$ cat config.mk
export PLATFORM = sky130hd
export DESIGN_NAME = onset_tempo_moving_average
export DESIGN_NICKNAME = d
export VERILOG_FILES = /design/src/sv/otma_pkg.sv /design/src/sv/otma_div.sv /design/src/sv/onset_tempo_moving_average.sv
export VERILOG_INCLUDE_DIRS = /design/src /design/src/sv
export SDC_FILE = /design/constraint.sdc
export NUM_CORES = 2
export LEC_CHECK = 0
export BUFFER_PORTS_ARGS = -buffer_cell sky130_fd_sc_hd__buf_2
export CORE_MARGIN = 4
export CORE_UTILIZATION = 50
export DETAILED_ROUTE_END_ITERATION = 8
export PLACE_DENSITY = 0.74
export SETUP_SLACK_MARGIN = 0.15
export SLEW_MARGIN = 20
export SYNTH_ARGS = -nofsm -noshare
export SYNTH_HDL_FRONTEND = slang
export SYNTH_HIERARCHICAL = 1
export SYNTH_SLANG_ARGS = --single-unit
$ cat constraint.sdc
create_clock -name clk -period 12.1 [get_ports clk]
set_input_delay 0.605 -clock clk [delete_from_list [all_inputs] [get_ports clk]]
set_output_delay 0.605 -clock clk [all_outputs]
set_load 0.05 [all_outputs]
$ cat src/sv/onset_tempo_moving_average_macros.svh
// Assertion macros for the onset tempo moving-average block.
// Included by the top level; no other dependencies.
`ifndef ONSET_TEMPO_MOVING_AVERAGE_MACROS_SVH
`define ONSET_TEMPO_MOVING_AVERAGE_MACROS_SVH

`ifndef SYNTHESIS
`define OTMA_ASSERT_IMP(lbl, ante, cons, msg) \
  lbl: assert property (@(posedge clk) disable iff (!rst_n) (ante) |-> (cons)) else $error(msg);
`define OTMA_ASSERT_NXT(lbl, ante, cons, msg) \
  lbl: assert property (@(posedge clk) disable iff (!rst_n) (ante) |=> (cons)) else $error(msg);
`else
`define OTMA_ASSERT_IMP(lbl, ante, cons, msg)
`define OTMA_ASSERT_NXT(lbl, ante, cons, msg)
`endif

`endif

$ cat src/sv/otma_pkg.sv
// Shared types and constants for the onset tempo moving-average block.
// No dependencies.
package otma_pkg;

  localparam int TIME_W  = 24;
  localparam int TEMPO_W = 10;
  localparam int Q_W     = 24;
  localparam int FRAC_W  = 8;
  localparam int PROD_W  = TIME_W + TEMPO_W;
  localparam int DVD_W   = PROD_W + FRAC_W;
  localparam int HI_W    = DVD_W - Q_W;
  localparam int STEP_W  = $clog2(Q_W);
  localparam int CNT_W   = 5;
  localparam int IN_W    = 64;
  localparam int OUT_W   = 48;

  localparam logic [CNT_W-1:0] COUNT_MAX = 5'd31;
  localparam logic [Q_W-1:0]   Q_MAX     = 24'h7FFFFF;
  localparam logic [Q_W-1:0]   Q_MIN     = 24'h800000;

  typedef enum logic [3:0] {
    S_IDLE,
    S_MUL,
    S_LT_GO,
    S_LT_WAIT,
    S_LT_FIX,
    S_LOAD,
    S_PUSH,
    S_AVG_GO,
    S_AVG_WAIT,
    S_AVG_FIX,
    S_EMIT
  } otma_state_t;

  typedef struct packed {
    logic done;
    logic ovf;
  } div_stat_t;

endpackage

$ cat src/sv/otma_div.sv
// Shared restoring divider: one quotient bit per cycle, Q_W steps.
// Flags a quotient of Q_W bits or more as overflow. Depends on otma_pkg.
module otma_div (
  input  logic                       clk,
  input  logic                       rst_n,
  input  logic                       start,
  input  logic [otma_pkg::DVD_W-1:0] dividend,
  input  logic [otma_pkg::Q_W-1:0]   divisor,
  output otma_pkg::div_stat_t        stat,
  output logic [otma_pkg::Q_W-1:0]   quotient
);
  import otma_pkg::*;

  logic              busy_r;
  logic              done_r;
  logic              ovf_r;
  logic [STEP_W-1:0] step_r;
  logic [Q_W-1:0]    rem_r;
  logic [Q_W-1:0]    quo_r;
  logic [Q_W-1:0]    den_r;
  logic [Q_W:0]      trial;
  logic [Q_W:0]      diff;
  logic              ge;

  always_comb begin
    trial = {rem_r, quo_r[Q_W-1]};
    diff  = trial - {1'b0, den_r};
    ge    = trial >= {1'b0, den_r};
  end

  always_ff @(posedge clk) begin
    if (!rst_n) begin
      busy_r <= 1'b0;
      done_r <= 1'b0;
      step_r <= '0;
    end else begin
      done_r <= 1'b0;
      if (start) begin
        busy_r <= 1'b1;
        step_r <= STEP_W'(Q_W - 1);
      end else if (busy_r) begin
        if (step_r == '0) begin
          busy_r <= 1'b0;
          done_r <= 1'b1;
        end else begin
          step_r <= step_r - 1'b1;
        end
      end
    end
  end

  always_ff @(posedge clk) begin
    if (start) begin
      rem_r <= Q_W'(dividend[DVD_W-1:Q_W]);
      quo_r <= dividend[Q_W-1:0];
      den_r <= divisor;
      ovf_r <= Q_W'(dividend[DVD_W-1:Q_W]) >= divisor;
    end else if (busy_r) begin
      rem_r <= ge ? diff[Q_W-1:0] : trial[Q_W-1:0];
      quo_r <= {quo_r[Q_W-2:0], ge};
    end
  end

  assign stat.done = done_r;
  assign stat.ovf  = ovf_r;
  assign quotient  = quo_r;

endmodule

$ cat src/sv/onset_tempo_moving_average.sv
// Onset tempo moving average: local tempo per matched onset plus windowed mean.
// Depends on otma_pkg, otma_div and onset_tempo_moving_average_macros.svh.
//
//   channel | dir | tdata (low bit up)                          | side
//   in_     | in  | score_time_ms 24, played_time_ms 24,        | -
//           |     | score_tempo_bpm 10, zero pad 6              |
//   out_    | out | local_tempo 24, average_tempo 24            | tuser zero_interval,
//           |     |                                             | tlast last_of_run
//
// One input transfer a time; in_tready is high only while the sequencer is idle.
// A dropped or first row starts no divider pass, the second row one pass and every
// later row two, each a 24-step pass of the shared divider.
// Output register decouples out_tready; a stall holds the sequencer only in S_EMIT.
// Synchronous active-low reset clears the sequencer, count, window pointer and sum.
`include "onset_tempo_moving_average_macros.svh"

module onset_tempo_moving_average #(
  parameter int WINDOW = 4
) (
  input  logic                       clk,
  input  logic                       rst_n,
  input  logic                       in_tvalid,
  output logic                       in_tready,
  input  logic [otma_pkg::IN_W-1:0]  in_tdata,   // score_time_ms, played_time_ms, score_tempo_bpm
  output logic                       out_tvalid,
  input  logic                       out_tready,
  output logic [otma_pkg::OUT_W-1:0] out_tdata,  // local_tempo, average_tempo
  output logic                       out_tuser,  // zero_interval
  output logic                       out_tlast
);
  import otma_pkg::*;

  localparam int PTR_W  = $clog2(WINDOW);
  localparam int FILL_W = $clog2(WINDOW + 1);
  localparam int SUM_W  = Q_W + $clog2(WINDOW);
  localparam logic [CNT_W-1:0]  WIN_C    = CNT_W'(WINDOW);
  localparam logic [PTR_W-1:0]  PTR_LAST = PTR_W'(WINDOW - 1);
  localparam logic [FILL_W-1:0] FILL_MAX = FILL_W'(WINDOW);

  otma_state_t state_r, state_nxt;

  logic [TIME_W-1:0]  st_in, pt_in;
  logic [TEMPO_W-1:0] tp_in;
  logic               accept, take_row;

  logic [CNT_W-1:0]   count_r;
  logic [TIME_W-1:0]  prev_st_r, prev_pt_r;
  logic [TEMPO_W-1:0] first_tp_r, tp_r;
  logic [TIME_W-1:0]  ds_r;
  logic signed [TIME_W:0] dp_r;
  logic [TIME_W-1:0]  dp_mag;
  logic               pair_r, second_r, full_r;
  logic [FILL_W-1:0]  fill_r;
  logic [PROD_W-1:0]  prod_r;
  logic [Q_W-1:0]     dabs_r;
  logic               neg_r, zero_r;
  logic [Q_W-1:0]     lt_r, avg_r;
  logic signed [Q_W-1:0] old_r;
  logic signed [Q_W-1:0] hist [WINDOW];
  logic signed [SUM_W-1:0] sum_r;
  logic [SUM_W-1:0]   sum_mag;
  logic [PTR_W-1:0]   ptr_r;

  logic               div_start;
  logic [DVD_W-1:0]   div_dividend;
  logic [Q_W-1:0]     div_divisor;
  div_stat_t          dstat;
  logic [Q_W-1:0]     quo;

  logic               emit_ok, out_load;
  logic               out_tvalid_r, out_tuser_r, out_tlast_r;
  logic [OUT_W-1:0]   out_tdata_r;

  assign st_in    = in_tdata[TIME_W-1:0];
  assign pt_in    = in_tdata[2*TIME_W-1:TIME_W];
  assign tp_in    = in_tdata[2*TIME_W+TEMPO_W-1:2*TIME_W];
  assign accept   = in_tvalid && in_tready;
  assign take_row = accept && (count_r != '0) && (st_in > prev_st_r);
  assign emit_ok  = !out_tvalid_r || out_tready;
  assign dp_mag   = dp_r[TIME_W] ? TIME_W'(-dp_r) : TIME_W'(dp_r);
  assign sum_mag  = sum_r[SUM_W-1] ? SUM_W'(-sum_r) : SUM_W'(sum_r);

  otma_div u_div (
    .clk      (clk),
    .rst_n    (rst_n),
    .start    (div_start),
    .dividend (div_dividend),
    .divisor  (div_divisor),
    .stat     (dstat),
    .quotient (quo)
  );

  // next state
  always_comb begin
    state_nxt = state_r;
    case (state_r)
      S_IDLE:     if (take_row) state_nxt = S_MUL;
      S_MUL:      state_nxt = S_LT_GO;
      S_LT_GO:    state_nxt = S_LT_WAIT;
      S_LT_WAIT:  if (dstat.done) state_nxt = S_LT_FIX;
      S_LT_FIX:   state_nxt = S_LOAD;
      S_LOAD:     state_nxt = S_PUSH;
      S_PUSH:     state_nxt = pair_r ? S_EMIT : S_AVG_GO;
      S_AVG_GO:   state_nxt = S_AVG_WAIT;
      S_AVG_WAIT: if (dstat.done) state_nxt = S_AVG_FIX;
      S_AVG_FIX:  state_nxt = S_EMIT;
      S_EMIT: begin
        if (emit_ok) state_nxt = (pair_r && !second_r) ? S_LOAD : S_IDLE;
      end
      default:    state_nxt = S_IDLE;
    endcase
  end

  // sequencer outputs
  always_comb begin
    in_tready    = (state_r == S_IDLE);
    div_start    = 1'b0;
    div_dividend = {prod_r, FRAC_W'(0)};
    div_divisor  = dabs_r;
    out_load     = 1'b0;
    case (state_r)
      S_LT_GO:  div_start = 1'b1;
      S_AVG_GO: begin
        div_start    = 1'b1;
        div_dividend = DVD_W'(sum_mag);
        div_divisor  = Q_W'(fill_r);
      end
      S_EMIT:   out_load = emit_ok;
      default:  div_start = 1'b0;
    endcase
  end

  always_ff @(posedge clk) begin
    if (!rst_n) begin
      state_r    <= S_IDLE;
      count_r    <= '0;
      first_tp_r <= '0;
      ptr_r      <= '0;
      sum_r      <= '0;
      second_r   <= 1'b0;
    end else begin
      state_r <= state_nxt;
      if (accept && count_r == '0) begin
        first_tp_r <= tp_in;
        count_r    <= CNT_W'(1);
      end else if (take_row) begin
        second_r <= 1'b0;
        if (count_r != COUNT_MAX) count_r <= count_r + 1'b1;
      end
      if (state_r == S_PUSH) begin
        sum_r <= sum_r + SUM_W'(signed'(lt_r)) - (full_r ? SUM_W'(old_r) : SUM_W'(0));
        ptr_r <= (ptr_r == PTR_LAST) ? '0 : ptr_r + 1'b1;
      end
      if (out_load && pair_r && !second_r) second_r <= 1'b1;
    end
  end

  always_ff @(posedge clk) begin
    if (accept && count_r == '0) begin
      prev_st_r <= st_in;
      prev_pt_r <= pt_in;
    end else if (take_row) begin
      ds_r      <= st_in - prev_st_r;
      dp_r      <= $signed({1'b0, pt_in}) - $signed({1'b0, prev_pt_r});
      tp_r      <= (count_r == CNT_W'(1)) ? first_tp_r : tp_in;
      pair_r    <= (count_r == CNT_W'(1));
      full_r    <= (count_r >= WIN_C);
      fill_r    <= (count_r >= WIN_C) ? FILL_MAX : FILL_W'(count_r + 1'b1);
      prev_st_r <= st_in;
      prev_pt_r <= pt_in;
    end
    if (state_r == S_MUL) begin
      prod_r <= PROD_W'(ds_r) * PROD_W'(tp_r);
      dabs_r <= dp_mag;
      neg_r  <= dp_r[TIME_W];
      zero_r <= (dp_r == '0);
    end
    if (state_r == S_LT_FIX) begin
      if (zero_r) begin
        lt_r <= Q_MAX;
      end else if (!neg_r) begin
        lt_r <= (dstat.ovf || quo[Q_W-1]) ? Q_MAX : quo;
      end else begin
        lt_r <= (dstat.ovf || (quo[Q_W-1] && quo[Q_W-2:0] != '0)) ? Q_MIN : Q_W'(-quo);
      end
    end
    if (state_r == S_LOAD) old_r <= hist[ptr_r];
    if (state_r == S_PUSH) hist[ptr_r] <= signed'(lt_r);
    if (state_r == S_AVG_FIX) avg_r <= sum_r[SUM_W-1] ? Q_W'(-quo) : quo;
  end

  // output register
  always_ff @(posedge clk) begin
    if (!rst_n) begin
      out_tvalid_r <= 1'b0;
    end else if (out_load) begin
      out_tvalid_r <= 1'b1;
    end else if (out_tready) begin
      out_tvalid_r <= 1'b0;
    end
  end

  always_ff @(posedge clk) begin
    if (out_load) begin
      out_tdata_r <= {(pair_r ? lt_r : avg_r), lt_r};
      out_tuser_r <= zero_r;
      out_tlast_r <= !(pair_r && !second_r);
    end
  end

  assign out_tvalid = out_tvalid_r;
  assign out_tdata  = out_tdata_r;
  assign out_tuser  = out_tuser_r;
  assign out_tlast  = out_tlast_r;

  `OTMA_ASSERT_IMP(a_div_done_in_wait, dstat.done, (state_r == S_LT_WAIT) || (state_r == S_AVG_WAIT), "divider done outside a wait state")
  `OTMA_ASSERT_IMP(a_zero_saturates, out_tvalid && out_tuser, out_tdata[Q_W-1:0] == Q_MAX, "zero interval without saturated tempo")
  `OTMA_ASSERT_NXT(a_pair_continues, out_load && pair_r && !second_r, state_r == S_LOAD, "first result of a pair not followed by second push")
  `OTMA_ASSERT_IMP(a_ready_only_idle, in_tready, !div_start && !out_load, "input ready while sequencer busy")

endmodule

==> flow_metrics.env <==
export IMPL_status="finished, final reports clean"
export IMPL_hold_class="input port to flop"
export IMPL_fillers=5591
export IMPL_hold_path_depth=1
export IMPL_cp_max_fo=24
export IMPL_wl_per_cell_um=17.9
export IMPL_numClockSinks=519
export IMPL_rr_startpoint="tp_r[3]"
export IMPL_antenna_found_initial=0
export IMPL_yosysTopAreaCellShare_pct=39.9
export IMPL_grt_remaining_overflow=0
export IMPL_p_leak_nw=15.5
export IMPL_ys_seq_area_share_pct=43.5
export IMPL_synthFlopType="edfxtp_1"
export IMPL_ctsHoldBuffers=0
export IMPL_fmax_mhz=143
export IMPL_criticalPathCategory="flop to flop"
export IMPL_ys_seq_elements=519
export IMPL_mostFrequentLayoutCells="edfxtp_1, inv_1, nand2_1"
export IMPL_fp_dieW_um=270
export IMPL_cp_start_kind="flop"
export IMPL_dp_hpwl_um=51700
export IMPL_drtAntennaViolNets=0
export IMPL_grt_pass1_vias=23100
export IMPL_path_cells="nand2_1, fa_1, inv_1, fa_1, inv_1, fa_1, inv_1, fa_1, inv_1, fa_1, inv_1, ha_1, nand2_1, nor2_1, a31oi_1, a31oi_1, a2111oi_0, o21ai_0, nor3_1, o21bai_1, a21oi_1, xnor2_1"
export IMPL_fin_skew_ps=53.0
export IMPL_reg2reg_slack_ps=5100
export IMPL_hold_path_endpoint="prev_st_r[0]"
export IMPL_totalPowerFinal_w=0.00954
export IMPL_power_density_nw_per_um2=253
export IMPL_cts_buffers=56
export IMPL_grt_max_degree=84
export IMPL_period_share_pct=57.8
export IMPL_root_buffer="clkbuf_16"
export IMPL_crit_arrival_ps=7340
export IMPL_synthCells=3159
export IMPL_synth_area_leaders="edfxtp_1, fa_1, ha_1"
export IMPL_rsz0062_at_grt="no"
export IMPL_timing_hold_worst_start="in_tdata[0]"
export IMPL_wl_um=73900
export IMPL_worstSkewPairLatency_ps=660
export IMPL_vias=22800
export IMPL_setup_slack_ps=5100
export IMPL_ff2ff_path_depth=22
export IMPL_die_area_um2=73100
export IMPL_crit_path_start="tp_r[3]"
export IMPL_crit_buf_inv=5
export IMPL_viasPerCell=5.50
export IMPL_worst_slew_pin_slew_ps=1160
export IMPL_yosys_area_top_type="edfxtp_1"
export IMPL_setup_violations=0
export IMPL_die_h_um=270
export IMPL_cts_tree="built"
export IMPL_grt_total_usage_pct=20.3
export IMPL_drv_slew=0
export IMPL_cts_htree_levels=2
export IMPL_tns_ps=0
export IMPL_io_pins=120
export IMPL_insertedDiodeCount=0
export IMPL_endpoint_kind="flop"
export IMPL_final_common_cell="edfxtp_1"
export IMPL_crit_family="adder cells"
export IMPL_syn_area_per_cell_um2=10.9
export IMPL_cts_clk_slew_worst_paths_ps=60
export IMPL_rows=95
export IMPL_route_detailed_drc=0
export IMPL_period_minus_slack_ps=7000
export IMPL_yosys_warnings=6
export IMPL_clock_path_buffers=3
export IMPL_max_slew_margin_rel_pct=22.8
export IMPL_cp_slowest_cell="edfxtp_1"
export IMPL_port_buffers=113
export IMPL_cts_setup_buffers=0
export IMPL_drt_iter0_markers=1665
export IMPL_gp_congestion=0.884
export IMPL_synth_enable_flop_cells=457
export IMPL_start_util_pct=50.9
export IMPL_ir_drop_v=0.000185
export IMPL_area_growth_pct=9.49
export IMPL_synthDistinctLibCells=87
export IMPL_core_area_um2=67600
export IMPL_fin_nets=3692
export IMPL_pre_cts_slack_ps=5160
export IMPL_async_flop_share_pct=0
export IMPL_critPathMaxStageDelay_ps=990
export IMPL_syn_num_nets=3628
export IMPL_drive_gt1_share_pct=11.0
export IMPL_cap_violations=0
export IMPL_cts_resized_gates=0
export IMPL_r2r_end="prod_r[33]"
export IMPL_synthesis_area_um2=34400
export IMPL_drt_first_pass_iters=7
export IMPL_grt_pass1_wl_um=121000
export IMPL_hold_viol_final=0
export IMPL_required_ps=12440
power breakdown:
part | switching (W) | total (W) | internal [W] | leakage (nW)
clock | 0.000762 | 0.00179 | 0.00103 | 0.939
sequential | 0.000241 | 0.00283 | 0.00259 | 4.67
combinational | 0.00284 | 0.00492 | 0.00207 | 9.92
final cells by class:
cell class / instances / area (um^2) / share of cell area [%]
Multi-Input combinational cell: 2104 / 17400 / 46.2
Sequential cell: 519 / 15000 / 39.7
Inverter: 410 / 1540 / 4.08
Clock buffer: 62 / 1450 / 3.86
Tap cell: 873 / 1090 / 2.90
Timing Repair Buffer: 132 / 708 / 1.88
Clock inverter: 41 / 504 / 1.34
cell usage after synthesis (35+ instances only):
master / instances
inv_1: 409
fa_1: 202
a21oi_1: 177
mux2_2: 62
o21ai_0: 120
xor2_1: 40
nor2b_1: 35
xnor2_1: 135
ha_1: 199
clkbuf_1: 100
dfxtp_1: 62
a21o_1: 49
nor2_1: 125
nand2_1: 320
edfxtp_1: 457
nand3_1: 36
and2_1: 196
state kept, by name (all words and copies together) (netlist names), 10 cells and up:
signal          flops
u_div/quotient     24
lt_r               24
dp_r               25
dabs_r             24
prev_pt_r          24
old_r              24
u_div/den_r        24
avg_r              24
u_div/rem_r        24
out_tdata          48
ds_r               24
tp_r               10
first_tp_r         10
sum_r              26
prev_st_r          24
prod_r             34
hist               96
per-layer routing:
metal  share of wire [%]  track usage (%)
met1                  43             26.4
met2                  48             34.9
met3                 6.2             3.59
met4                 2.7             6.00
met5                   0                0
through the flow:
step | instance area [um^2] | std cells | utilization (%) | hold slack [ps]
after CTS | 37700 | 4141 | 55.7 | 133
after global routing | 37700 | 4141 | 55.7 | 156
after global placement | 35700 | 4038 | 52.8 | 433
after detailed placement | 35700 | 4038 | 52.8 | 439
final | 37700 | 4141 | 55.7 | 165
after floorplan | 34400 | 3159 | - | 426
cells by family (layout without fill, tap and decap cells):
logic type                 count (synthesis)  count (layout)  synth area share (%)
AOI/OAI and AO/OA                        544             544                  10.1
xor gates and xnor gates                 175             175                  4.45
muxes                                    102             102                  4.07
and+or+nand+nor                          882             882                  12.8
buffers and inverters                    536             645                  6.08
DFF                                      519             519                  43.5
adders and majority gates                401             401                  19.0
how the worst max path moves through the flow:
stage | cells after the start | slack (ps) | endpoint
2_1_floorplan | 5 | 4400 | prev_pt_r[0]
3_3_place_gp | 22 | 5160 | prod_r[33]
3_5_place_dp | 22 | 5160 | prod_r[33]
4_1_cts | 22 | 5110 | prod_r[33]
5_1_grt | 22 | 4690 | prod_r[33]
6_report | 22 | 5100 | prod_r[33]
Power figures use the tool's default switching activity.
